File: src/rtl/ibw_delay.sv
// ---------------------------------------------------------------------------
// ibw_delay
// Shift line that carries side data alongside the pipeline.
// ---------------------------------------------------------------------------
module ibw_delay
    #(
    parameter int WIDTH = 8,
    parameter int DEPTH = 2
    )
    (
    input  logic             clk,
    input  logic             en,
    input  logic [WIDTH-1:0] din,
    output logic [WIDTH-1:0] dout
    );

    logic [WIDTH-1:0] taps_reg [DEPTH];

    // shift by one stage on each pipeline advance
    always_ff @(posedge clk)
    begin
        if (en)
        begin
            taps_reg[0] <= din;
            for (int k = 1; k < DEPTH; k++)
            begin
                taps_reg[k] <= taps_reg[k-1];
            end
        end
    end

    assign dout = taps_reg[DEPTH-1];

endmodule

File: config.mk
export PLATFORM = sky130hd
export DESIGN_NAME = ibw_delay
export DESIGN_NICKNAME = d
export VERILOG_FILES = /design/src/rtl/ibw_delay.sv
export SDC_FILE = /design/constraint.sdc
export NUM_CORES = 1
export LEC_CHECK = 0
export BUFFER_PORTS_ARGS = -buffer_cell sky130_fd_sc_hd__buf_2
export CORE_AREA = 2 2 39 41
export CTS_CLUSTER_SIZE = 10
export DETAILED_ROUTE_END_ITERATION = 6
export DIE_AREA = 0 0 41 43
export PLACE_DENSITY_LB_ADDON = 0.25
export SYNTH_ARGS = -nofsm -noshare
export SYNTH_HDL_FRONTEND = slang
export SYNTH_SLANG_ARGS = --single-unit
File: constraint.sdc
create_clock -name clk -period 0.8 [get_ports clk]
set_input_delay 0.04 -clock clk [delete_from_list [all_inputs] [get_ports clk]]
set_output_delay 0.04 -clock clk [all_outputs]
set_load 0.01 [all_outputs]
# After elaboration in Yosys (flattened, before gate mapping)

Memories as Yosys holds them, arrays and structs flattened.
Cells that the tools add are included.

Register bits after elaboration: 0
RAM bits: 16
Input port bits: 10
Output and inout bits: 8
Word-level logic and storage cells: 3
Memories kept: 1

Memory list:

| name     | words | width | rd ports | clocked after memory_dff | wr ports | line | text |
|---|---|---|---|---|---|---|---|
| taps_reg | 2     | 8     | 2        | 0                        | 2        | 17   | `logic [WIDTH-1:0] taps_reg [DEPTH];` |

Multiplexer cells: 2

Operators by type and width:

| kind    | number |
|---|---|
| $mux W1 | 2 |

# Logic depth before layout (Yosys ltp)

Gate-level depths: netlist of run 1.

Word-level depth: 2
Gate-level depth with buffers: 1
Depth with buffers taken out: 0

# Worst setup path before layout of run 1

No wires, ideal clock.

Path kind: reg2reg
Start: memory taps_reg[0][2]
End: memory taps_reg[1][2] (netlist: taps_reg[0][10]), data pin
Library setup time: 0.266 ns
Data arrival time: 0.323 ns
Data required time: 0.534 ns
Slack: 0.211 ns
Cell stages (with the launch flop): 1
Buffers on the path: 0
Clock period less this slack: 0.589 ns
Cells stage by stage: edfxtp_1

RTL lines:

| what               | line |
|---|---|
| start: declaration | 17 |

==> results of run 1 <==
## cell families (layout without fill, tap and decap cells)
kind of cell / after synthesis / in the layout
buffers and inverters: 8 / 29
flip-flops: 16 / 16
## cells in the mapped netlist
| cell | instances | share of area (%) |
|---|---|---|
| buf_4 | 8 | 11 |
| edfxtp_1 | 16 | 89 |
## layer usage
layer	GRT usage, %	vias up
met1	7.72	97
met4	8.00	0
met5	0	-
met3	3.14	0
li1	-	122
met2	9.69	16
## layout by cell type (no fill, tap or decap)
cell type	instances
buf_2	17
clkbuf_4	3
clkinv_1	1
dlygate4sd3_1	8
edfxtp_1	16
## cell type report
type | count | area share (%)
flip-flops and latches | 16 | 69.4
repair buffers | 25 | 23.9
clock buffers | 3 | 3.25
well taps | 16 | 2.89
clock inverters | 1 | 0.542
## worst min path at each step
stage | slack (ps) | to | from
after floorplan | 140 | taps_reg[0][0]$_DFFE_PP_ | din[0]
after global placement | 220 | taps_reg[0][6]$_DFFE_PP_ | din[6]
after detailed placement | 220 | taps_reg[0][0]$_DFFE_PP_ | din[0]
after CTS | 170 | taps_reg[0][5]$_DFFE_PP_ | en
after global routing | 170 | taps_reg[0][5]$_DFFE_PP_ | en
final | 180 | taps_reg[0][6]$_DFFE_PP_ | en
## repair_timing
| action | 4_1_cts | 5_1_grt |
|---|---|---|
| gates cloned | 0 | 0 |
| hold buffers | 8 | 0 |
| endpoints found under the hold margin | 8 | 0 |
| pin swaps | 0 | 0 |
| endpoints found under the setup margin | 8 | 8 |
| gates resized for setup | 0 | 0 |
## where the power goes
group / switching (mW) / internal, mW
Clock: 0.216 / 0.180
Combinational: 0.0443 / 0.0576
Sequential: 0.0114 / 0.992
==> results.toml, run 1 <==
[critical_path]
reg2reg_from = "taps_reg[0][4]$_DFFE_PP_"
rr_worst_depth = 0
critical_path.endpoint = "dout[5]"
cp-start-kind = "flop"
path_buf_inv = 1
max_stage_delay_ps = 370
crit_fanout = 1
startpoint = "taps_reg[0][13]$_DFFE_PP_"
rrSetupSlack_ps = 180
cp.depth = 1
crit_required_ps = 760
crit_chain = "buf_2"
arrival_ps = 790
path_delay_family = "flip-flops"
worstSetupEndpointType = "output pin"
crit_type = "reg -> out"
r2r_end = "taps_reg[0][12]$_DFFE_PP_"
slowest_stage = "edfxtp_1"

[sta]
tightest_slew_ps = 321
relSlewSlack_pct = 78.6
fin_skew_ps = 1.13
rsz0062_at_grt = "yes"
finalSetupTns_ps = -95.2
setup_violations = 8
period_minus_slack_ps = 826
finalMaxSlewViolations = 0
final_hold_viol_count = 0
timing.fmax_ghz = 1.21
hold_ws_ps = 178
finalCritPeriodShare_pct = 103
timing.final.ws_setup_ps = -26.2

[clocking]
cts_buffers = 3
clockBufferDepth = 2
post-cts-setup-buffers = 0
root_buffer = "clkbuf_4"
clk_latency_ps = 270
cts_num_sinks = 16
htree_levels = 1
cts_tree = "done"
cts.clk_slew.worst_paths_ps = 80

[route]
route.detailed.drc = 0
drt-met1-wl_um = 189
wl_um = 521
wl_met3_um = 77
num_vias = 235
wl_met2_um = 254
routed.top_layer = "met3"
drtAntennaViolNets = 0
vias_per_cell = 3.85
wl_per_cell_um = 8.54
drtIter0Drc = 2
drt-pass1-iter-count = 4

[placement]
place_area_um2 = 586
dp.cells = 49
pre_cts_slack_ps = 126
portBuffers = 17
place.gp.congestion = 0.589

[yosys]
yosysWarnings = 0
postSynthCellCount = 24
synthDistinctLibCells = 2
avgSynthCellArea_um2 = 22.5
muxShareOfSynthArea_pct = 0
synth_top_family_by_area = "buffers and inverters"
synth-compound-area-share_pct = 0
synth_nets = 34
synthSimpleGateAreaFrac_pct = 0
synthXorXnorAreaFrac_pct = 0
synthAdderAreaFrac_pct = 0
yosysSeqAreaShare_pct = 88.9
synth_area_um2 = 541
synth_seq_cells = 16

[cells_and_area]
fin_area_um2 = 692
register_area_um2 = 480
largest_reg_flops = 16
layout.comb_gates.multi_input = 0
nets = 56
diodes = 0
drive_above_1_share_pct = 44.4
area.growth.synth_to_final_pct = 28.0
final_core_util_pct = 50.0
instances_no_fill = 61
num-fill-cells = 115
multi_input_area_um2 = 0

[power_and_ir_drop]
vdd_drop_max_uv = 1040
power.leakage_nw = 0.272
report.power.total_mw = 1.50
powerDensity_nw_per_um2 = 2170

[global_route]
antenna_found_initial = 0
grt_util_all_layers_pct = 7.31
overflow = 0
grt_pass1_vias = 213
grt_pass1_wl_um = 765
grt_max_degree = 17

[status]
violations = "setup timing"
outcome = "finished, violations left"

[floorplanning]
ios = 18
die_x_um = 41
core_area_um2 = 1380
start_util_pct = 39.1
fp-row-count = 14
die_h_um = 43
die-area_um2 = 1760

[min_path]
hp-class = "in -> reg"
holdPathStages = 1

[run]
maxCapViolCount = 0
No activity file was read; power rests on OpenSTA's default activity.
==> run 2, diff against run 1 <==
RECOVER_POWER = 100   (was unset)
TNS_END_PERCENT = 5   (was unset)
==> run 2 against run 1 <==
The run still ends with setup timing left. Design area did not move. Non-clock buffer count did not move. Worst setup slack barely moved. Via count did not move. Critical path type unchanged. Critical endpoint unchanged. Largest power group unchanged.
==> results.toml, run 2 (same netlist as run 1, synthesis figures left out) <==
[cells_and_area]
register_area_um2 = 480
layout.comb_gates.multi_input = 0
diodes = 0
instances_no_fill = 61
drive_above_1_share_pct = 44.4
multi_input_area_um2 = 0
layout_common_cells = "buf_2 (16), edfxtp_1 (16), dlygate4sd3_1 (8), clkbuf_4 (3)"
nets = 56
num-fill-cells = 115
area.growth.synth_to_final_pct = 28.0
largest_reg_flops = 16

[global_route]
grt_max_degree = 17
grt_pass1_wl_um = 765
antenna_found_initial = 0
grt_util_all_layers_pct = 7.31
overflow = 0
grt_pass1_vias = 213

[route]
wl_per_cell_um = 8.54
drtIter0Drc = 2
num_vias = 235
vias_per_cell = 3.85
drtAntennaViolNets = 0
wl_um = 521
route.detailed.drc = 0
drt-pass1-iter-count = 4

[placement]
place.gp.congestion = 0.589
portBuffers = 17
dp.cells = 49
pre_cts_slack_ps = 126

[critical_path]
crit_required_ps = 760
rr_worst_depth = 0
crit_type = "reg -> out"
slowest_stage = "edfxtp_1"
crit_fanout = 1
cp-start-kind = "flop"
max_stage_delay_ps = 370
arrival_ps = 790
cp.depth = 1
rrSetupSlack_ps = 180
path_delay_family = "flip-flops"
r2r_end = "taps_reg[0][12]$_DFFE_PP_"
crit_chain = "buf_2"
reg2reg_from = "taps_reg[0][4]$_DFFE_PP_"
startpoint = "taps_reg[0][13]$_DFFE_PP_"
worstSetupEndpointType = "output pin"
path_buf_inv = 1

[sta]
period_minus_slack_ps = 826
relSlewSlack_pct = 76.1
finalCritPeriodShare_pct = 103
timing.fmax_ghz = 1.21
tightest_slew_ps = 359
finalMaxSlewViolations = 0
rsz0062_at_grt = "yes"
fin_skew_ps = 1.13
setup_violations = 8
final_hold_viol_count = 0
timing.final.ws_setup_ps = -26.2

[clocking]
cts_buffers = 3
post-cts-setup-buffers = 0
cts_resized = 0
cts_num_sinks = 16
htree_levels = 1
cts.clk_slew.worst_paths_ps = 80
root_buffer = "clkbuf_4"
cts_tree = "done"
clk_latency_ps = 270
clockBufferDepth = 2

[floorplanning]
die-area_um2 = 1760
die_h_um = 43
start_util_pct = 39.1
ios = 18
core_area_um2 = 1380
die_x_um = 41
fp-row-count = 14

[status]
violations = "setup timing"
outcome = "finished, violations left"

[power_and_ir_drop]
vdd_drop_max_uv = 1040
power.leakage_nw = 0.272
report.power.total_mw = 1.50
powerDensity_nw_per_um2 = 2170

[min_path]
hold_start = "en"
hp-class = "in -> reg"
whs_endpoint = "taps_reg[0][6]$_DFFE_PP_"
holdPathStages = 1

[run]
maxCapViolCount = 0
## run 2: cell count changes in the layout (fill, tap and decap cells not counted)
| cell | change |
|---|---|
| buf_2 | -1 |
| clkbuf_2 | +1 |
## run 2: layer usage
metal / up-vias / share of wire [%] / GRT usage (%)
li1: 122 / - / -
met1: 97 / 36 / 7.72
met2: 16 / 49 / 9.69
met3: 0 / 15 / 3.14
met4: 0 / 0 / 8.00
met5: - / 0 / 0
## run 2: worst max path at each step
stage	end	slack (ps)
2_1_floorplan	taps_reg[0][10]$_DFFE_PP_	210
3_3_place_gp	taps_reg[0][10]$_DFFE_PP_	150
3_5_place_dp	taps_reg[0][10]$_DFFE_PP_	130
4_1_cts	dout[5]	-50
5_1_grt	dout[5]	-100
6_report	dout[5]	-30
## run 2: power breakdown
part	total (mW)	switching, mW	internal (mW)
sequential	1.00	0.0114	0.992
clock	0.396	0.216	0.180
combinational	0.102	0.0443	0.0575
## run 2: cell type report
class	instances	share of cell area [%]
sequential	16	69.4
timing repair buffer	25	23.9
clock buffer	3	3.25
tap	16	2.89
clock inverter	1	0.542
## run 2: stage by stage
stage                     util, %  cell area [µm²]  TNS [ps]  hold WS [ps]
final                        50.0              692     -95.1           245
after global routing         50.0              692      -528           257
after CTS                    50.0              692      -240           170
after detailed placement     42.3              586         0           219
after global placement       42.3              586         0           217
after floorplan                 -              541         0           139
## run 2: repair_timing
action / in CTS / in global routing
endpoints found under the setup margin: 8 / 8
hold endpoints to repair: 8 / 0
hold buffers: 8 / 0
==> run 3, diff against run 2 <==
CELL_PAD_IN_SITES_DETAIL_PLACEMENT = 1   (was unset)
CELL_PAD_IN_SITES_GLOBAL_PLACEMENT = 1   (was unset)
CORE_AREA = unset   (was 2 2 39 41)
CORE_MARGIN = 1   (was unset)
CORE_UTILIZATION = 38   (was unset)
DIE_AREA = unset   (was 0 0 41 43)
==> run 3 against run 2 <==
The run still ends with setup timing left. Fmax down 0.30%. Non-clock buffer count stayed put. Worst hold slack got worse by 1.5 ps. Clock-buffer cell count unchanged. Worst setup slack lost 2.5 ps. Via count up 5.5%. Sequential power hardly changed. Critical path depth is the same. Clock skew grew 8.8 ps. First-iteration DRC count up 50%. Core utilization up 2.1 points. Combinational power barely moved. Critical path type unchanged. Critical endpoint is now dout[1].
==> results.toml, run 3 (same netlist as run 1, synthesis figures left out) <==
[clocking]
cts_buffers = 3
cts.clk_slew.worst_paths_ps = 90
cts_tree = "done"
clk_latency_ps = 280
cts_num_sinks = 16
root_buffer = "clkbuf_4"
htree_levels = 1
post-cts-setup-buffers = 0
clockBufferDepth = 2

[global_route]
grt_pass1_vias = 259
grt_util_all_layers_pct = 11.1
grt_pass1_wl_um = 986
antenna_found_initial = 0
grt_max_degree = 17
overflow = 0

[floorplanning]
die-area_um2 = 1580
fp-row-count = 13
die_h_um = 39.7
core_area_um2 = 1320
start_util_pct = 41.0
die_x_um = 39.7
ios = 18

[sta]
finalCritPeriodShare_pct = 104
final_hold_viol_count = 0
fin_skew_ps = 9.95
rsz0062_at_grt = "yes"
setup_violations = 8
relSlewSlack_pct = 75.4
hold_ws_ps = 243
timing.fmax_ghz = 1.21
tightest_slew_ps = 370
timing.final.ws_setup_ps = -28.7
finalMaxSlewViolations = 0
period_minus_slack_ps = 829

[cells_and_area]
nets = 56
register_area_um2 = 480
layout_common_cells = "buf_2 (16), edfxtp_1 (16), dlygate4sd3_1 (8), clkbuf_4 (3), clkbuf_2 (1)"
layout.comb_gates.multi_input = 0
num-fill-cells = 132
largest_reg_flops = 16
multi_input_area_um2 = 0
area.growth.synth_to_final_pct = 27.1
fin_area_um2 = 687
drive_above_1_share_pct = 45.5
diodes = 0
instances_no_fill = 59

[run]
maxCapViolCount = 0

[route]
route.detailed.drc = 0
num_vias = 248
drtIter0Drc = 3
drtAntennaViolNets = 0
wl_um = 653
vias_per_cell = 4.20
wl_per_cell_um = 11.1
drt-pass1-iter-count = 3

[power_and_ir_drop]
report.power.total_mw = 1.50
powerDensity_nw_per_um2 = 2190
vdd_drop_max_uv = 888
power.leakage_nw = 0.271

[critical_path]
r2r_end = "taps_reg[0][12]$_DFFE_PP_"
crit_type = "reg -> out"
rrSetupSlack_ps = 160
slowest_stage = "edfxtp_1"
reg2reg_from = "taps_reg[0][4]$_DFFE_PP_"
worstSetupEndpointType = "output pin"
cp-start-kind = "flop"
arrival_ps = 790
rr_worst_depth = 0
crit_required_ps = 760
path_buf_inv = 1
path_delay_family = "flip-flops"
max_stage_delay_ps = 370
startpoint = "taps_reg[0][9]$_DFFE_PP_"
crit_chain = "buf_2"
crit_fanout = 1

[status]
outcome = "finished, violations left"
violations = "setup timing"

[min_path]
hp-class = "in -> reg"
whs_endpoint = "taps_reg[0][4]$_DFFE_PP_"
holdPathStages = 1
hold_start = "en"

[placement]
dp.cells = 48
place_area_um2 = 584
portBuffers = 17
place.gp.congestion = 0.553
[run 3: where the power goes]
part | leakage (nW) | switching (mW) | total [mW] | internal (mW)
combinational | 0.101 | 0.0458 | 0.103 | 0.0576
clock | 0.0138 | 0.220 | 0.395 | 0.174
sequential | 0.157 | 0.0139 | 1.01 | 0.993
total | 0.271 | 0.280 | 1.50 | 1.22
[run 3: worst max-delay path by stage]
stage                                 to  slack, ps  depth (start not counted)
2_1_floorplan  taps_reg[0][10]$_DFFE_PP_        210                          0
3_3_place_gp    taps_reg[0][9]$_DFFE_PP_        150                          1
3_5_place_dp   taps_reg[0][12]$_DFFE_PP_        110                          1
4_1_cts                          dout[4]        -50                          1
5_1_grt                          dout[6]        -90                          1
6_report                         dout[1]        -30                          1
[run 3: stage by stage]
step / util [%] / TNS (ps) / setup WS, ps
4_1_cts: 52.1 / -316 / -53.2
5_1_grt: 52.1 / -508 / -86.9
6_report: 52.1 / -165 / -28.7
2_1_floorplan: - / 0 / 211
3_5_place_dp: 44.3 / 0 / 110
3_3_place_gp: 44.3 / 0 / 146
[run 3: timing repair]
item,in CTS,in global routing
hold buffers,8,0
gates resized for setup,0,0
hold endpoints to repair,8,0
setup endpoints to repair,8,8
[run 3: layer usage]
layer | part of all wire (%) | wire (µm) | vias up | GRT usage, %
li1 | - | - | 120 | -
met1 | 36 | 236 | 112 | 11.3
met5 | 0 | 0 | - | 0
met3 | 10 | 68 | 0 | 5.11
met4 | 0 | 0 | 0 | 7.76
met2 | 53 | 348 | 16 | 17.6
[run 3: area by class of cell]
cell class	count	area share [%]
sequential	16	69.9
timing repair buffer	25	24.0
clock buffer	3	3.28
tap	15	2.73
