File: src/rtl/ibw_pkg.sv
// ---------------------------------------------------------------------------
// ibw_pkg
// Shared widths, register map, stage numbers and cell types of the
// inverse bilinear weights block.
// ---------------------------------------------------------------------------
package ibw_pkg;

    // coordinate and weight formats
    localparam int COORD_W = 16;
    localparam int FRAC    = 15;
    localparam int Q_W     = FRAC + 1;
    localparam int W_W     = 16;

    // differences of corners (b, c, d need one more bit, a needs two)
    localparam int D1_W    = COORD_W + 1;
    localparam int D2_W    = COORD_W + 2;
    localparam int PROD_W  = D1_W + D2_W;
    localparam int COEF_W  = PROD_W + 3;
    localparam int MAG_W   = COEF_W - 1;

    // normalized coefficients: magnitude at most 2^30-1
    localparam int NMAG_W  = 30;
    localparam int NORM_W  = NMAG_W + 1;
    localparam int SH_W    = $clog2(MAG_W - NMAG_W + 1);
    localparam int SQP_W   = 2 * NORM_W;

    // discriminant and root
    localparam int DISC_W  = 64;
    localparam int RAD_W   = DISC_W;
    localparam int ROOT_W  = RAD_W / 2;
    localparam int REM_W   = ROOT_W + 4;
    localparam int SQRT_STEPS = ROOT_W;

    // fraction divider
    localparam int DIV_W   = 40;
    localparam int DIVM_W  = DIV_W;
    localparam int DIV_CELLS = Q_W;
    localparam int DIV_LAT = DIV_CELLS + 2;
    localparam int VP_W    = D2_W + Q_W + 1;
    localparam int WP_W    = 2 * Q_W;

    localparam logic [Q_W-1:0]  ONE_Q = Q_W'(1) << FRAC;
    localparam logic [WP_W-1:0] HALF_Q = WP_W'(1) << (FRAC - 1);

    // register map
    localparam int CFG_AW  = 5;
    localparam int CFG_IW  = 3;
    localparam logic [CFG_IW-1:0] REG_C00X = 3'd0;
    localparam logic [CFG_IW-1:0] REG_C00Y = 3'd1;
    localparam logic [CFG_IW-1:0] REG_C01X = 3'd2;
    localparam logic [CFG_IW-1:0] REG_C01Y = 3'd3;
    localparam logic [CFG_IW-1:0] REG_C10X = 3'd4;
    localparam logic [CFG_IW-1:0] REG_C10Y = 3'd5;
    localparam logic [CFG_IW-1:0] REG_C11X = 3'd6;
    localparam logic [CFG_IW-1:0] REG_C11Y = 3'd7;

    // pipeline stage numbers (register stage that holds the value)
    localparam int ST_D     = 1;
    localparam int ST_NORM  = 5;
    localparam int ST_DISC  = 7;
    localparam int ST_SQ    = ST_DISC + SQRT_STEPS;
    localparam int ST_UNUM  = ST_SQ + 1;
    localparam int ST_U     = ST_UNUM + DIV_LAT;
    localparam int ST_VPROD = ST_U + 1;
    localparam int ST_VNUM  = ST_VPROD + 1;
    localparam int ST_V     = ST_VNUM + DIV_LAT;
    localparam int ST_SEL   = ST_V + 1;
    localparam int ST_W     = ST_SEL + 1;

    // one step of the square root chain
    typedef struct packed {
        logic [RAD_W-1:0]  rad;
        logic [REM_W-1:0]  rem;
        logic [ROOT_W-1:0] root;
    } sqrt_cell_t;

    // one step of the fraction divider chain
    typedef struct packed {
        logic [DIVM_W:0]   rem;
        logic [DIVM_W-1:0] den;
        logic [Q_W-1:0]    q;
        logic              neg;
        logic              ok;
    } div_cell_t;

endpackage

File: src/rtl/ibw_div_cell.sv
// ---------------------------------------------------------------------------
// ibw_div_cell
// One quotient bit of the restoring fraction divider.
// ---------------------------------------------------------------------------
module ibw_div_cell
    import ibw_pkg::*;
    (
    input  logic      clk,
    input  logic      en,
    input  div_cell_t cell_in,
    output div_cell_t cell_out
    );

    logic [DIVM_W:0] diff;
    logic            bit_q;
    div_cell_t       cell_next;
    div_cell_t       cell_reg;

    // compare and subtract, then shift the partial remainder
    always_comb
    begin
        bit_q = (cell_in.rem >= {1'b0, cell_in.den});
        diff  = bit_q ? (cell_in.rem - {1'b0, cell_in.den}) : cell_in.rem;
        cell_next     = cell_in;
        cell_next.rem = {diff[DIVM_W-1:0], 1'b0};
        cell_next.q   = {cell_in.q[Q_W-2:0], bit_q};
    end

    always_ff @(posedge clk)
    begin
        if (en)
        begin
            cell_reg <= cell_next;
        end
    end

    assign cell_out = cell_reg;

endmodule

File: src/rtl/ibw_frac_div.sv
// ---------------------------------------------------------------------------
// ibw_frac_div
// Pipelined trunc(num * 2^F / den) with range check 0..2^F.
// ---------------------------------------------------------------------------
module ibw_frac_div
    import ibw_pkg::*;
    (
    input  logic                    clk,
    input  logic                    en,
    input  logic signed [DIV_W-1:0] num,
    input  logic signed [DIV_W-1:0] den,
    output logic [Q_W-1:0]          q,
    output logic                    ok
    );

    logic [DIVM_W-1:0] num_mag;
    logic [DIVM_W-1:0] den_mag;
    div_cell_t         prep_next;
    div_cell_t         link [DIV_CELLS+1];
    logic [Q_W-1:0]    q_reg;
    logic              ok_reg;
    logic              ok_next;

    // magnitudes, sign and integer part check (quotient below two)
    always_comb
    begin
        num_mag = num[DIV_W-1] ? DIVM_W'(-num) : DIVM_W'(num);
        den_mag = den[DIV_W-1] ? DIVM_W'(-den) : DIVM_W'(den);
        prep_next.rem = {1'b0, num_mag};
        prep_next.den = den_mag;
        prep_next.q   = '0;
        prep_next.neg = num[DIV_W-1] ^ den[DIV_W-1];
        prep_next.ok  = (den_mag != '0) && ({1'b0, num_mag} < {den_mag, 1'b0});
    end

    always_ff @(posedge clk)
    begin
        if (en)
        begin
            link[0] <= prep_next;
        end
    end

    // chain of quotient cells
    for (genvar k = 0; k < DIV_CELLS; k++)
    begin : g_cell
        ibw_div_cell u_cell
            (
            .clk      (clk),
            .en       (en),
            .cell_in  (link[k]),
            .cell_out (link[k+1])
            );
    end

    // final range check
    assign ok_next = link[DIV_CELLS].ok && (link[DIV_CELLS].q <= ONE_Q) &&
                     (!link[DIV_CELLS].neg || (link[DIV_CELLS].q == '0));

    always_ff @(posedge clk)
    begin
        if (en)
        begin
            q_reg  <= link[DIV_CELLS].q;
            ok_reg <= ok_next;
        end
    end

    assign q  = q_reg;
    assign ok = ok_reg;

endmodule

File: config.mk
export PLATFORM = sky130hd
export DESIGN_NAME = ibw_frac_div
export DESIGN_NICKNAME = d
export VERILOG_FILES = /design/src/rtl/ibw_pkg.sv /design/src/rtl/ibw_div_cell.sv /design/src/rtl/ibw_frac_div.sv
export SDC_FILE = /design/constraint.sdc
export NUM_CORES = 2
export LEC_CHECK = 0
export BUFFER_PORTS_ARGS = -buffer_cell sky130_fd_sc_hd__buf_2
export CORE_MARGIN = 2
export CORE_UTILIZATION = 60
export DETAILED_ROUTE_END_ITERATION = 6
export PLACE_DENSITY = 0.81
export SLEW_MARGIN = 0
export SYNTH_ARGS = -nofsm -noshare
export SYNTH_HDL_FRONTEND = slang
export SYNTH_SLANG_ARGS = --single-unit
File: constraint.sdc
create_clock -name clk -period 12.7 [get_ports clk]
set_input_delay 0.635 -clock clk [delete_from_list [all_inputs] [get_ports clk]]
set_output_delay 0.635 -clock clk [all_outputs]
set_load 0.005 [all_outputs]
* After elaboration in Yosys (flattened, before gate mapping)
Cells that the tools add are included.
** Word-level totals
- Output and inout bits :: 17
- Bits in read-only memories :: 0
- Register bits :: 1467
- Input bits :: 82
- RAM bits :: 0
- Bits in latches :: 0
- Word-level logic and storage cells :: 158
- Memories kept :: 0
** Cells by class
- Reduce and logical (&&, ||, !) cells :: 7
- Multipliers :: 0
- Magnitude comparators :: 18
- Add/sub/neg operators :: 17
- Equal/unequal tests :: 0
- Bitwise logic cells :: 1
- Mux-type cells :: 17
- Divide/modulo/power cells :: 0
- Shifts and indexed selects :: 0
** Operators by type and width (number)
- $mux 40 :: 17
- $ge 41x40->1 :: 15
- $sub 40x40->40 :: 15
- $neg 40->40 :: 2
- $lt 40x41->1 :: 1
- $ge 40x40->1 :: 1
- $reduce_bool 40->1 :: 1
- $le 16x16->1 const B :: 1
- $logic_not 16->1 :: 1
- $logic_and 1x1->1 :: 3
- $logic_not 1->1 :: 1
- $logic_or 1x1->1 :: 1
- $xor 1x1->1 :: 1

* Depth between registers and ports, before layout
- Depth in word-level cells :: 4
- Depth in mapped cells :: 20

* Modules after synthesis
Synthesis repeated with hierarchy kept, for this count alone.
** Second synthesis, totals
- Cell total of the unflattened synthesis :: 9953
- Area, all modules :: 102996.3 µm²
** By module, submodules not included
- ibw_div_cell at g_cell[10].u_cell ... :: area each 6103.4 µm², cells an instance 596, instances 12, sequential area each 2942.8 µm²
- ibw_div_cell at g_cell[0].u_cell ... :: area each 5879.4 µm², cells an instance 576, instances 3, sequential area each 2942.8 µm²
- ibw_frac_div :: area each 6114.6 µm², cells an instance 552, instances 1, sequential area each 2972.9 µm²
- ibw_div_cell at g_cell[15].u_cell :: area each 6003.3 µm², cells an instance 521, instances 1, sequential area each 2942.8 µm²

* Worst setup path after synthesis
OpenSTA, ideal clock, no wires.
- Path type :: in2reg
- Start point :: in num[8]
- End point :: reg link[1584] in the netlist's numbering (data pin)
- Arrival :: 4.585 ns
- Library setup time :: 0.269 ns
- Cell stages on the path :: 13
- Path buffers :: 0
- Path slack :: 7.846 ns
- Data required time :: 12.431 ns
- Path through :: or4_4 -> or4_1 -> or2_1 -> or3_4 -> or3_4 -> or3_4 -> or3_4 -> nor4b_1 -> ha_1 -> nand4_1 -> or4_1 -> a21oi_1 -> a31oi_1
** RTL lines
- from (decl) :: RTL line ibw_frac_div.sv:10 : input logic signed [DIV_W-1:0] num,
- to (decl) :: RTL line ibw_frac_div.sv:19 : div_cell_t link [DIV_CELLS+1];

* Worst setup path in the final report
- Start point :: reg g_cell[4].u_cell.cell_reg (netlist bit g_cell[4].u_cell.cell_out[59])
- End point :: reg g_cell[5].u_cell.cell_reg (netlist bit g_cell[5].u_cell.cell_out[64]) (data pin)
** On the way
- Cells in the longest elaborated chain, start to end :: 2
- Elaborated cells on any way between the ends :: 3
- Classes of those cells :: add/sub (1); order compare (1); mux (1)
** Ends and longest elaborated chain
- from (decl) :: RTL line ibw_div_cell.sv:17 : div_cell_t cell_reg;
- from (signal assigned) :: RTL line ibw_div_cell.sv:33 : cell_reg <= cell_next;
- $sub 40x40->40 or $ge 41x40->1 (tied branches) :: RTL line ibw_div_cell.sv:23, ibw_div_cell.sv:22
- $mux 40 (*) :: RTL line ibw_div_cell.sv:23 : diff = bit_q ? (cell_in.rem - {1'b0, cell_in.den}) : cell_in.rem;
- named net g_cell[5].u_cell.diff[5] :: RTL line ibw_div_cell.sv:14 : logic [DIVM_W:0] diff;
- to (signal assigned) :: RTL line ibw_div_cell.sv:33
- to (decl) :: RTL line ibw_div_cell.sv:17
The timed path passes the listed nets; every way through them passes the cells marked *.
A chain may end at the register's enable or synchronous reset.

==> impl_metrics.csv <==
group,metric,value,unit
clock_network,cts.hold.buffers_added,0,
hold_path,min_delay_path_depth,1,
yosys,syn_avg_cell_area,10.6,sq um
drt,via_per_inst,5.95,
timing,fmax,0.197,GHz
placed_design,numPlacedInstances,10100,
die,placement_rows,140,
power_and_ir_drop,cell_area_power_density,247,nW/um^2
timing,period_minus_slack,5.08,ns
drt,route.detailed.wl_per_inst,18.5,microns
timing,slew_of_the_pin_with_the_lowest_slew_margin,1.21,ns
yosys,synth_commonest_cells,"1467 x sky130_fd_sc_hd__edfxtp_1, 843 x sky130_fd_sc_hd__inv_1, 768 x sky130_fd_sc_hd__a21oi_1",
yosys,post_synth_top_area_cell,"sky130_fd_sc_hd__edfxtp_1",
yosys,synth.most_common_cell,"sky130_fd_sc_hd__edfxtp_1",
cells_and_area,multi_input_area,39500,sq um
die,die_area,149000,sq um
placed_design,port_buffers,98,
power_and_ir_drop,vdd.ir_drop.worst,0.146,mV
power_and_ir_drop,totalPowerFinal,23.6,mW
critical_path,critPathMaxFanout,62,
cells_and_area,post_route_cells_drive_above_1_share,0.0659,
critical_path,crit_required,13.24,ns
clock_network,worst_setup_hold_path_clk_slew,0.06,ns
die,fp.dieW,386,microns
timing,fin_setup_tns,0,ns
run_status,outcome,"finished clean",
yosys,synth_top_cell_area_share,0.504,
die,initial_core_util,0.602,
cells_and_area,area_growth,8.97,%
drt,drc_violations,0,
cells_and_area,finish.cell_count_without_fillers,10400,
power_and_ir_drop,power.static_leakage,39.2,nW
clock_network,largest_buffer_count_on_any_clock_path,3,
drt,first_iter_violations,4415,
timing,finalSetupViolations,0,
yosys,ys_ff_latch,1467,
die,fp.dieH,386,microns
placed_design,dp_slack,7.08,ns
yosys,synth_cells,8253,
cells_and_area,num-fill-cells,10800,
cells_and_area,seq_area,44100,sq um
hold_path,hold_path.class,"input pin to flop",
yosys,synthesis.nets,9028,
critical_path,critical_path_class,"flop to flop",
yosys,ys_top_cells_by_area,"sky130_fd_sc_hd__edfxtp_1 50%, sky130_fd_sc_hd__ha_1 9.7%, sky130_fd_sc_hd__a21oi_1 4.4%, sky130_fd_sc_hd__inv_1 3.6%, sky130_fd_sc_hd__o21ai_0 3.4%",
drt,drt_pass1_iterations,6,
timing,timing_hold_violations_final,0,
cells_and_area,final_instance_area,95300,sq um
placed_design,hpwl,147,mm
global_routing,grt_pass1_wl,307,mm
timing,relSlewSlack,0.175,
critical_path,worst_setup_path_start_kind,"flop",
placed_design,placement.cell_area,90000,sq um
critical_path,cp_data_arrival_time,5.62,ns
yosys,dominantRegCellSynth,"sky130_fd_sc_hd__edfxtp_1",
run,timing.max_cap.violations,0,
clock_network,cts.root.buffer_cell,"sky130_fd_sc_hd__clkbuf_16",
yosys,synthDistinctLibCells,84,
timing,final-max-slew-violation-count,0,
critical_path,end_kind,"flop",
cells_and_area,final_net_count,9104,
yosys,async_reset_ff_frac,0,
timing,fin_worst_skew,0.0238,ns
clock_network,clkLatencyLatePin,0.79,ns
clock_network,depth_of_the_cts_h_tree,4,
cells_and_area,largest_reg_flops,1368,
timing,rsz0062_at_grt,"false",
yosys,number_of_synthesized_flops_with_an_enable_pin,1467,
yosys,synth.yosys.warnings,0,
global_routing,via_count_of_the_first_global_routing_pass,62400,
clock_network,post_cts.repair.setup_buffers,0,
die,ioPinCount,99,
clock_network,cts_tree,"built",
die,design.core.area,145000,sq um
global_routing,globalRouteOverflowTotal,0,
timing,layout_worst_path_cycle_share,0.400,
global_routing,grt_usage,0.258,
clock_network,cts_sinks,1467,
global_routing,pin_count_of_the_biggest_net_entering_global_routing,200,
drt,finalWirelength,192,mm
critical_path,reg2reg_depth,11,
drt,dr_total_vias,61800,
placed_design,gp_congestion,1.01,
clock_network,postCtsResizedCells,0,
global_routing,antenna_found_initial,1,
timing,layout_setup_ws,7.62,ns
yosys,syn_area,87400,sq um
drt,antenna_violating_nets_left,0,
yosys,synth_seq_area_share,0.504,
clock_network,numCtsBuffers,160,
-- area by class of cell --
| cell class | count | area share |
|---|---|---|
| repair buffers | 145 | 0.00927 |
| inverters | 843 | 0.0332 |
| multi-input cells | 5712 | 0.415 |
| clock inverters | 97 | 0.0102 |
| well taps | 1917 | 0.0252 |
| flip-flops and latches | 1467 | 0.462 |
| clock buffers | 198 | 0.0451 |
| diodes | 2 | 0.0000525 |
-- routing by layer --
metal / global-route usage / vias to the layer above / share of wire
met5: 0 / - / 0
met4: 0.184 / 0 / 0.078
met3: 0.0305 / 652 / 0.033
met2: 0.510 / 1757 / 0.54
met1: 0.243 / 29000 / 0.35
li1: - / 30400 / -
-- through the flow --
step | hold slack (ns) | utilization
3_5_place_dp | 0.405 | 0.620
4_1_cts | 0.0117 | 0.656
6_report | 0.0615 | 0.656
2_1_floorplan | 0.400 | -
5_1_grt | 0.0362 | 0.656
3_3_place_gp | 0.400 | 0.620
-- cell usage in the layout (no fill, tap or decap), types with 104 or more instances in the layout --
master                      instances
sky130_fd_sc_hd__nand4_1          110
sky130_fd_sc_hd__xnor2_1          307
sky130_fd_sc_hd__nor2b_1          114
sky130_fd_sc_hd__ha_1             678
sky130_fd_sc_hd__o21ai_0          593
sky130_fd_sc_hd__mux2_2           116
sky130_fd_sc_hd__nand2b_1         104
sky130_fd_sc_hd__clkbuf_16        167
sky130_fd_sc_hd__edfxtp_1        1467
sky130_fd_sc_hd__inv_1            843
sky130_fd_sc_hd__nand2_1          587
sky130_fd_sc_hd__a21oi_1          768
sky130_fd_sc_hd__a21o_1           317
sky130_fd_sc_hd__nor2_1           520
sky130_fd_sc_hd__nand3_1          126
sky130_fd_sc_hd__xor2_1           272
-- where the power goes --
group,internal [mW],switching (mW)
Sequential,7.21,0.635
Combinational,4.59,6.50
Clock,2.78,1.85
-- critical path: stages (launching register included) --
cell	delay [ns]
sky130_fd_sc_hd__edfxtp_1	0.45
sky130_fd_sc_hd__ha_1	0.33
sky130_fd_sc_hd__nor2b_1	0.20
sky130_fd_sc_hd__o31ai_1	0.13
sky130_fd_sc_hd__a21oi_1	0.44
sky130_fd_sc_hd__o21bai_1	0.25
sky130_fd_sc_hd__a2111oi_0	1.06
sky130_fd_sc_hd__o2111ai_1	0.28
sky130_fd_sc_hd__o2bb2ai_1	0.32
sky130_fd_sc_hd__o21ai_4	0.31
sky130_fd_sc_hd__buf_4	0.58
sky130_fd_sc_hd__mux2_2	0.41
-- cells by family (layout without fill, tap and decap cells) --
family,count (synthesis),in the layout,share of synthesized area
flops,1467,1467,0.504
simple gates,1920,1920,0.105
compound gates,2400,2400,0.171
fa+ha+maj,693,693,0.100
other cells,0,2,0
buf+inv,1074,1283,0.0462
mux,120,120,0.0154
xor+xnor,579,579,0.0580
-- final timing paths --
check / start / to / slack, ns
max: g_cell[4].u_cell.cell_out[59] / g_cell[5].u_cell.cell_out[64] / 7.62
min: num[0] / link[1642] / 0.06
max reg2reg: g_cell[4].u_cell.cell_out[59] / g_cell[5].u_cell.cell_out[64] / 7.62
min reg2reg: g_cell[9].u_cell.cell_out[8] / g_cell[10].u_cell.cell_out[9] / 0.41
(Power assumes the default switching activity.)
