<file path="src/rtl/ibw_pkg.sv">
// ---------------------------------------------------------------------------
// ibw_pkg
// Shared widths, register map, stage numbers and cell types of the
// inverse bilinear weights block.
// ---------------------------------------------------------------------------
package ibw_pkg;

    // coordinate and weight formats
    localparam int COORD_W = 16;
    localparam int FRAC    = 15;
    localparam int Q_W     = FRAC + 1;
    localparam int W_W     = 16;

    // differences of corners (b, c, d need one more bit, a needs two)
    localparam int D1_W    = COORD_W + 1;
    localparam int D2_W    = COORD_W + 2;
    localparam int PROD_W  = D1_W + D2_W;
    localparam int COEF_W  = PROD_W + 3;
    localparam int MAG_W   = COEF_W - 1;

    // normalized coefficients: magnitude at most 2^30-1
    localparam int NMAG_W  = 30;
    localparam int NORM_W  = NMAG_W + 1;
    localparam int SH_W    = $clog2(MAG_W - NMAG_W + 1);
    localparam int SQP_W   = 2 * NORM_W;

    // discriminant and root
    localparam int DISC_W  = 64;
    localparam int RAD_W   = DISC_W;
    localparam int ROOT_W  = RAD_W / 2;
    localparam int REM_W   = ROOT_W + 4;
    localparam int SQRT_STEPS = ROOT_W;

    // fraction divider
    localparam int DIV_W   = 40;
    localparam int DIVM_W  = DIV_W;
    localparam int DIV_CELLS = Q_W;
    localparam int DIV_LAT = DIV_CELLS + 2;
    localparam int VP_W    = D2_W + Q_W + 1;
    localparam int WP_W    = 2 * Q_W;

    localparam logic [Q_W-1:0]  ONE_Q = Q_W'(1) << FRAC;
    localparam logic [WP_W-1:0] HALF_Q = WP_W'(1) << (FRAC - 1);

    // register map
    localparam int CFG_AW  = 5;
    localparam int CFG_IW  = 3;
    localparam logic [CFG_IW-1:0] REG_C00X = 3'd0;
    localparam logic [CFG_IW-1:0] REG_C00Y = 3'd1;
    localparam logic [CFG_IW-1:0] REG_C01X = 3'd2;
    localparam logic [CFG_IW-1:0] REG_C01Y = 3'd3;
    localparam logic [CFG_IW-1:0] REG_C10X = 3'd4;
    localparam logic [CFG_IW-1:0] REG_C10Y = 3'd5;
    localparam logic [CFG_IW-1:0] REG_C11X = 3'd6;
    localparam logic [CFG_IW-1:0] REG_C11Y = 3'd7;

    // pipeline stage numbers (register stage that holds the value)
    localparam int ST_D     = 1;
    localparam int ST_NORM  = 5;
    localparam int ST_DISC  = 7;
    localparam int ST_SQ    = ST_DISC + SQRT_STEPS;
    localparam int ST_UNUM  = ST_SQ + 1;
    localparam int ST_U     = ST_UNUM + DIV_LAT;
    localparam int ST_VPROD = ST_U + 1;
    localparam int ST_VNUM  = ST_VPROD + 1;
    localparam int ST_V     = ST_VNUM + DIV_LAT;
    localparam int ST_SEL   = ST_V + 1;
    localparam int ST_W     = ST_SEL + 1;

    // one step of the square root chain
    typedef struct packed {
        logic [RAD_W-1:0]  rad;
        logic [REM_W-1:0]  rem;
        logic [ROOT_W-1:0] root;
    } sqrt_cell_t;

    // one step of the fraction divider chain
    typedef struct packed {
        logic [DIVM_W:0]   rem;
        logic [DIVM_W-1:0] den;
        logic [Q_W-1:0]    q;
        logic              neg;
        logic              ok;
    } div_cell_t;

endpackage

</file>
<file path="src/rtl/ibw_sqrt_cell.sv">
// ---------------------------------------------------------------------------
// ibw_sqrt_cell
// One root bit of the integer square root: takes two radicand bits.
// ---------------------------------------------------------------------------
module ibw_sqrt_cell
    import ibw_pkg::*;
    (
    input  logic       clk,
    input  logic       en,
    input  sqrt_cell_t cell_in,
    output sqrt_cell_t cell_out
    );

    logic [REM_W-1:0] acc;
    logic [REM_W-1:0] trial;
    sqrt_cell_t       cell_next;
    sqrt_cell_t       cell_reg;

    // bring down two bits and try the next root bit
    always_comb
    begin
        acc   = {cell_in.rem[REM_W-3:0], cell_in.rad[RAD_W-1 -: 2]};
        trial = {{(REM_W-ROOT_W-2){1'b0}}, cell_in.root, 2'b01};
        cell_next.rad = {cell_in.rad[RAD_W-3:0], 2'b00};
        if (acc >= trial)
        begin
            cell_next.rem  = acc - trial;
            cell_next.root = {cell_in.root[ROOT_W-2:0], 1'b1};
        end
        else
        begin
            cell_next.rem  = acc;
            cell_next.root = {cell_in.root[ROOT_W-2:0], 1'b0};
        end
    end

    always_ff @(posedge clk)
    begin
        if (en)
        begin
            cell_reg <= cell_next;
        end
    end

    assign cell_out = cell_reg;

endmodule

</file>
<file path="config.mk">
export PLATFORM = sky130hd
export DESIGN_NAME = ibw_sqrt_cell
export DESIGN_NICKNAME = d
export VERILOG_FILES = /design/src/rtl/ibw_pkg.sv /design/src/rtl/ibw_sqrt_cell.sv
export SDC_FILE = /design/constraint.sdc
export NUM_CORES = 1
export LEC_CHECK = 0
export BUFFER_PORTS_ARGS = -buffer_cell sky130_fd_sc_hd__buf_2
export CAP_MARGIN = 20
export CORE_ASPECT_RATIO = 0.5
export CORE_MARGIN = 2
export CORE_UTILIZATION = 40
export CTS_CLUSTER_SIZE = 40
export DETAILED_ROUTE_END_ITERATION = 8
export PLACE_DENSITY = 0.69
export SETUP_SLACK_MARGIN = 0.15
export SKIP_LAST_GASP = 1
export SLEW_MARGIN = 20
export SYNTH_ARGS = -nofsm -noshare
export SYNTH_HDL_FRONTEND = slang
export SYNTH_SLANG_ARGS = --single-unit
</file>
<file path="constraint.sdc">
create_clock -name clk -period 2.5 [get_ports clk]
set_clock_uncertainty 0.15 [all_clocks]
set_input_delay 0.125 -clock clk [delete_from_list [all_inputs] [get_ports clk]]
set_output_delay 0.125 -clock clk [all_outputs]
set_load 0.05 [all_outputs]
</file>
## Word-level counts from Yosys, hierarchy flattened

Index checks and enable logic that the tools add are counted.
Widths: inputs -> output; s select.

| storage, ports and cells | value |
|---|---|
| input bits | 134 |
| register bits after elaboration | 130 |
| output and inout bits | 132 |
| word-level logic and storage cells | 6 |

| cells by class | value |
|---|---|
| order comparisons | 1 |
| add/sub/neg operators | 1 |
| muxes and demuxes | 1 |

Operators with widths:

| cell | number |
|---|---|
| $mux 68 | 1 |
| $ge 36x34->1 | 1 |
| $sub 36x34->36 | 1 |

## Longest topological paths before layout

Gate-level depths: netlist of run 1.

| logic depth | value |
|---|---|
| depth after elaboration | 2 |
| depth in mapped cells | 12 |
| gate-level depth less buffers | 10 |

## Worst setup path after synthesis of run 1

OpenSTA, ideal clock, no wires.

| timing | value |
|---|---|
| path kind | input port to flip-flop |
| start point | in cell_in[18] (netlist bit) |
| end point | reg cell_reg, in the netlist cell_out[40] (data pin) |
| library setup time | 260 ps |
| data required time | 2090 ps |
| cell stages on the path | 11 |
| buffers on the path | 2 |
| setup slack | 44 ps |
| data arrival time | 2046 ps |
| cell sequence | inv_1 > ha_1 > buf_2 > nand4_1 > nor4_4 > nand2_1 > nor3_2 > nor3b_2 > a21oi_4 > buf_6 > mux2_4 |

RTL lines:

| item | RTL line | source |
|---|---|---|
| start, declared | ibw_sqrt_cell.sv:10 | `input sqrt_cell_t cell_in,` |
| end signal, assigned | ibw_sqrt_cell.sv:41 | `cell_reg <= cell_next;` |
| end, declared | ibw_sqrt_cell.sv:17 | `sqrt_cell_t cell_reg;` |

==> results by group, run 1 <==
Run status
  • Status: complete, no violations

Critical path
  • CP startpoint: cell_in[1]
  • Crit end category: register
  • Crit path launch type: input port
  • Worst-path fanout max: 5
  • Critical Path RT: 2520 ps
  • Critical path type: input port to register
  • Worst setup endpoint: cell_out[39]$_DFFE_PP_
  • CP arrival: 2300 ps

Timing
  • Setup violators final: 0
  • Min Tclk post-route: 2280 ps
  • RSZ-0062 raised after global routing: true
  • Final Hold Violating Endpoints: 0
  • Fin crit share: 91.3%
  • Total negative slack: 0 ps
  • PnR worst setup slack: 217 ps
  • FMAX: 438 MHz
  • Slew Viols, Final: 0
  • WHS: 12.9 ps

Logic synthesis
  • Mapped Cells: 529
  • Avg Cell Area, Syn: 12.5 um^2
  • Post-synth cell types: 65
  • Ys flop type: edfxtp_1
  • #FFs+latches synth: 130
  • Post-Syn Area: 0.00659 mm^2
  • Ys Warns: 0
  • Async SR Flop Fraction: 0%
  • Post-synth EDFFs: 130
  • Sequential area share after synthesis: 59.2%

Global route
  • Initial antenna violation count: 0
  • Largest net degree at the start of global routing: 50
  • Global route overflow: 0
  • Total track usage: 22.1%
  • Vias in the first global route: 6182
  • Global-route wire length before repair: 30300 um

Floorplan
  • Vert. Die Dim: 94.8 um
  • Core Area: 0.0163 mm^2
  • Die ar.: 0.0176 mm^2
  • Ports: 266
  • Initial Utilization: 40.5%
  • Row cnt: 33
  • Die X: 186 um

Cells and area
  • Final nets: 1195
  • Share of cells above drive strength 1: 44.8%
  • Inserted Diodes: 0
  • FILL cells: 1221
  • P&R area growth vs syn: 67.4%
  • Most frequent cells in the layout: buf_2, edfxtp_1, dlygate4sd3_1, buf_4, a21oi_1
  • Largest register FFs: 130
  • Non-Filler Instances: 1267
  • Commonest non-fill, non-tap cell in the layout: buf_2

Clock network
  • Clk sinks: 130
  • CTS Buf Count: 17
  • CTS tree: done
  • H-tree levels: 4
  • Clock Path Buffers: 2
  • Clk pin slew, worst setup/hold paths: 60 ps
  • Clock Tree Root: clkbuf_16

Detailed routing
  • Iteration-0 DRC count of the detailed router: 309
  • Total Wirelength: 19700 um
  • Wire per inst: 15.6 um
  • Routed vias/inst: 4.73
  • Residual DRC: 0
  • Vias: 5988
  • Detailed Routing Iterations Pass 1: 5
  • Routed Antenna Nets: 0

Min path
  • Worst min-delay path class: input port to register
  • Hold path start: cell_in[48]

Pwr
  • Max VDD drop: 0.465 mV
  • Pwr Density: 703 mW/mm^2
  • Pleak: 4.86 nW

Placed design
  • DP Cell Count: 1106
  • PortBufs: 261
  • Pre-CTS setup slack: -232 ps
  • Detailed placer's ending HPWL: 13600 um
  • Final Wtd Congestion: 0.895

Job
  • # Max-Cap Violations: 0
-- cells by family after synthesis --
kind of cell	after synthesis	synth area share (%)
other cells	1	0.0569
flops	130	59.2
mux	10	2.11
simple gates	126	10.0
fa+ha+maj	34	6.45
compound gates	133	13.4
buf+inv	62	4.31
xor+xnor	33	4.50
-- layout make-up --
type | instances | area, um^2 | share of cell area, %
clock buffer | 17 | 425 | 3.85
inverter | 39 | 156 | 1.42
tap | 227 | 284 | 2.57
sequential | 130 | 3900 | 35.4
multi-input combinational | 338 | 2620 | 23.7
clock inverter | 15 | 178 | 1.61
timing repair buffer | 501 | 3470 | 31.5
-- synth_stat cells (10+ instances only) --
library cell,number,area share (%)
inv_1,39,2.2
xnor2_1,18,2.4
buf_2,13,0.99
xor2_1,14,1.9
nand2_1,31,1.8
nor2_1,40,2.3
o21ai_0,22,1.7
ha_1,34,6.5
edfxtp_1,130,59
a21oi_1,50,3.8
nand4_1,10,0.95
-- how the worst min path moves through the flow --
stage / endpoint / slack (ps) / cells past startpoint
after CTS: cell_out[50]$_DFFE_PP_ / 20 / 4
final: cell_out[50]$_DFFE_PP_ / 10 / 4
after global placement: cell_out[97]$_DFFE_PP_ / 150 / 1
after global routing: cell_out[50]$_DFFE_PP_ / 80 / 4
after floorplan: cell_out[100]$_DFFE_PP_ / 70 / 0
after detailed placement: cell_out[75]$_DFFE_PP_ / 150 / 1
-- what timing repair did --
action,in CTS,in global routing
setup buffers,0,2
resized for setup,0,22
endpoints found under the hold margin,134,0
hold buffers,127,0
endpoints found under the setup margin,0,27
-- stage by stage --
| step | total power, mW | utilization, % | cell area [um^2] |
|---|---|---|---|
| after CTS | 7.73 | 67.1 | 10900 |
| after floorplan | 4.26 | - | 6740 |
| after global placement | 4.94 | 55.5 | 9040 |
| after global routing | 8.06 | 67.9 | 11000 |
| after detailed placement | 4.97 | 55.5 | 9040 |
| final | 7.76 | 67.9 | 11000 |
-- critical path: stages --
cell and delay [ps]:
buf_2 90, inv_1 60, ha_4 260, buf_4 120, o21a_1 130, o311a_4 240
o211a_1 180, o2111ai_2 140, and2_4 200, a21oi_4 220, buf_6 190, mux2_2 350
-- metal layers --
| metal | vias up | wire, um | global-route usage [%] |
|---|---|---|---|
| met4 | 0 | 371 | 6.43 |
| li1 | 2952 | - | - |
| met2 | 194 | 10000 | 40.0 |
| met5 | - | 0 | 0 |
| met3 | 31 | 1110 | 4.90 |
| met1 | 2811 | 8230 | 26.7 |
-- report_power, final --
group          internal [mW]  switching [mW]
Combinational          0.895            1.51
Clock                   1.58            1.03
Sequential              2.68          0.0569
Note: power is estimated with default switching activity, not from simulation.
==> run 2: changes to the inputs <==
- CORE_ASPECT_RATIO: 0.5 -> 2
==> run 2 against run 1 <==
Effect of this change: power rose by 0.54%; largest power group unchanged; via count grew 3.3%; sequential cell count stayed put; hold slack gained 8.1 ps; combinational power increased by 3%; first-iteration DRC count is 20% lower; worst setup slack gained 18 ps; sequential power barely moved.
==> results by group, run 2 (synthesis gave the netlist of run 1 again) <==
Global route
  • Vias in the first global route: 6612 (+7.0%)
  • Grt met3 use: 3.93% (-0.97 points)
  • Largest net degree at the start of global routing: 57 (+14%)
  • Global-route wire length before repair: 31400 um (+3.5%)
  • GR peak layer: met2
  • Initial antenna violation count: 0 (unchanged)
  • Met1 usage: 21.0% (-5.7 points)
  • Global route overflow: 0 (unchanged)
  • GRT met2 Usage: 46.8% (+6.9 points)
  • Total track usage: 23.6% (+1.4 points)

Floorplan
  • Die ar.: 0.0176 mm^2 (unchanged)
  • Die X: 94.8 um (-49%)
  • Initial Utilization: 40.7% (+0.21 points)
  • Row cnt: 66 (+100%)
  • Ports: 266 (unchanged)
  • Vert. Die Dim: 186 um (+96%)
  • Core Area: 0.0162 mm^2 (-0.51%)

Detailed routing
  • Routed vias/inst: 4.94 (+4.5%)
  • Iteration-0 DRC count of the detailed router: 248 (-20%)
  • Residual DRC: 0 (unchanged)
  • Wire per inst: 16.9 um (+8.7%)
  • Total Wirelength: 21200 um (+7.4%)
  • Detailed Routing Iterations Pass 1: 5 (unchanged)
  • Routed Antenna Nets: 0 (unchanged)
  • Vias: 6185 (+3.3%)

Timing
  • Worst-margin pin slew: 600 ps
  • Min Tclk post-route: 2260 ps (-18.2 ps)
  • Fin crit share: 90.6% (-0.73 points)
  • FMAX: 442 MHz (+0.81%)
  • WHS: 21.0 ps (+8.07 ps)
  • Relative slew margins: 59.6%
  • RSZ-0062 raised after global routing: false
  • Final Hold Violating Endpoints: 0 (unchanged)
  • Slew Viols, Final: 0 (unchanged)
  • Setup violators final: 0 (unchanged)

Clock network
  • Clk pin slew, worst setup/hold paths: 60 ps (about the same)
  • H-tree levels: 4 (unchanged)
  • CTS Buf Count: 17 (unchanged)
  • Clock Path Buffers: 2 (unchanged)
  • Clock Tree Root: clkbuf_16
  • Clk sinks: 130 (unchanged)
  • CTS tree: done

Critical path
  • Worst-path fanout max: 5 (unchanged)
  • Buf/Inv on CP: 2 (-2)
  • Critical Path RT: 2520 ps (about the same)
  • CP arrival: 2290 ps (about the same)
  • CP startpoint: cell_in[12]
  • Peak per-stage delay on the critical path: 370 ps (+20 ps)
  • Slowest CP cell: ha_1
  • Crit-path cells: buf_2 > inv_1 > ha_1 > a21oi_2 > o21a_4 > o221ai_2 > nor3_2 > o2111ai_2 > a311oi_2 > o21ai_1 > mux2_1
  • Largest delay share family, worst path: compound AO/OA/AOI/OAI gates
  • Crit path launch type: input port
  • Critical path type: input port to register
  • Crit end category: register
  • Worst setup endpoint: cell_out[67]$_DFFE_PP_
  • Total number of cells along the worst setup path: 11 (-1)

Placed design
  • DP Area: 0.00911 mm^2 (+0.82%)
  • Final Wtd Congestion: 0.869 (-2.9%)
  • PortBufs: 261 (unchanged)
  • Detailed placer's ending HPWL: 14900 um (+9.7%)

Cells and area
  • Inserted Diodes: 0 (unchanged)
  • Post-layout util: 69.1% (+1.3 points)
  • Most frequent cells in the layout: buf_2, edfxtp_1, dlygate4sd3_1, buf_4, a21oi_1
  • Design area: 0.0112 mm^2 (+1.3%)
  • Share of cells above drive strength 1: 46.1% (+1.3 points)
  • Final nets: 1203 (+0.67%)
  • Commonest non-fill, non-tap cell in the layout: buf_2
  • FILL cells: 1163 (-4.8%)
  • P&R area growth vs syn: 69.6%
  • Largest register FFs: 130 (unchanged)

Min path
  • Worst min-delay path class: input port to register

Run status
  • Status: complete, no violations

Pwr
  • Max VDD drop: 0.489 mV (+5.3%)
  • Pleak: 4.94 nW (+1.6%)
  • Pwr Density: 697 mW/mm^2 (-0.78%)

Job
  • # Max-Cap Violations: 0 (unchanged)
run 2: cell types whose count changed in the layout (fill, tap and decap cells not counted), moves of 3 or more:
cell / delta
inv_6: -4
buf_12: +4
clkinv_1: -3
a21oi_1: -3
buf_4: +6
clkinv_4: +3
run 2: layer usage:
metal  share of wire, %  vias to the layer above  wire length (um)
met5                  0                        -                 0
met2                 58                      231             12400
met1                 32                     2932              6770
met4                4.2                        0               895
li1                   -                     2960                 -
met3                5.4                       62              1150
run 2: worst min path at each step:
stage | end | start | cells after the start | slack, ps
after floorplan | cell_out[100]$_DFFE_PP_ | cell_in[98] | 0 | 70
after global placement | cell_out[126]$_DFFE_PP_ | cell_in[124] | 1 | 150
after detailed placement | cell_out[93]$_DFFE_PP_ | cell_in[91] | 1 | 150
after CTS | cell_out[16]$_DFFE_PP_ | en | 1 | 20
after global routing | cell_out[14]$_DFFE_PP_ | en | 1 | 40
final | cell_out[14]$_DFFE_PP_ | en | 1 | 20
run 2: area by class of cell:
| class | count | area (um^2) | area share, % |
|---|---|---|---|
| clock buffer | 18 | 429 | 3.84 |
| clock inverter | 14 | 181 | 1.62 |
| inverter | 39 | 156 | 1.40 |
| multi-input combinational | 338 | 2680 | 24.0 |
| sequential | 130 | 3900 | 34.9 |
| tap | 204 | 255 | 2.28 |
| timing repair buffer | 509 | 3580 | 32.0 |
run 2: repair_timing:
| action | 4_1_cts | 5_1_grt |
|---|---|---|
| endpoints found under the setup margin | 0 | 29 |
| hold buffers | 128 | 0 |
| setup buffers | 0 | 2 |
| endpoints found under the hold margin | 128 | 0 |
| resized for setup | 0 | 34 |
run 2: metrics by stage:
stage | TNS [ps] | setup WS [ps] | instances | power [mW]
2_1_floorplan | 0 | 146 | 530 | 4.26
3_5_place_dp | -6410 | -270 | 1090 | 5.03
3_3_place_gp | -5670 | -242 | 1090 | 5.00
5_1_grt | 0 | 138 | 1252 | 8.06
6_report | 0 | 235 | 1252 | 7.80
4_1_cts | 0 | 164 | 1250 | 7.76
run 2: power breakdown:
part	total, mW	switching [mW]	internal [mW]
Combinational	2.48	1.55	0.928
Sequential	2.74	0.0563	2.68
Clock	2.58	0.999	1.58
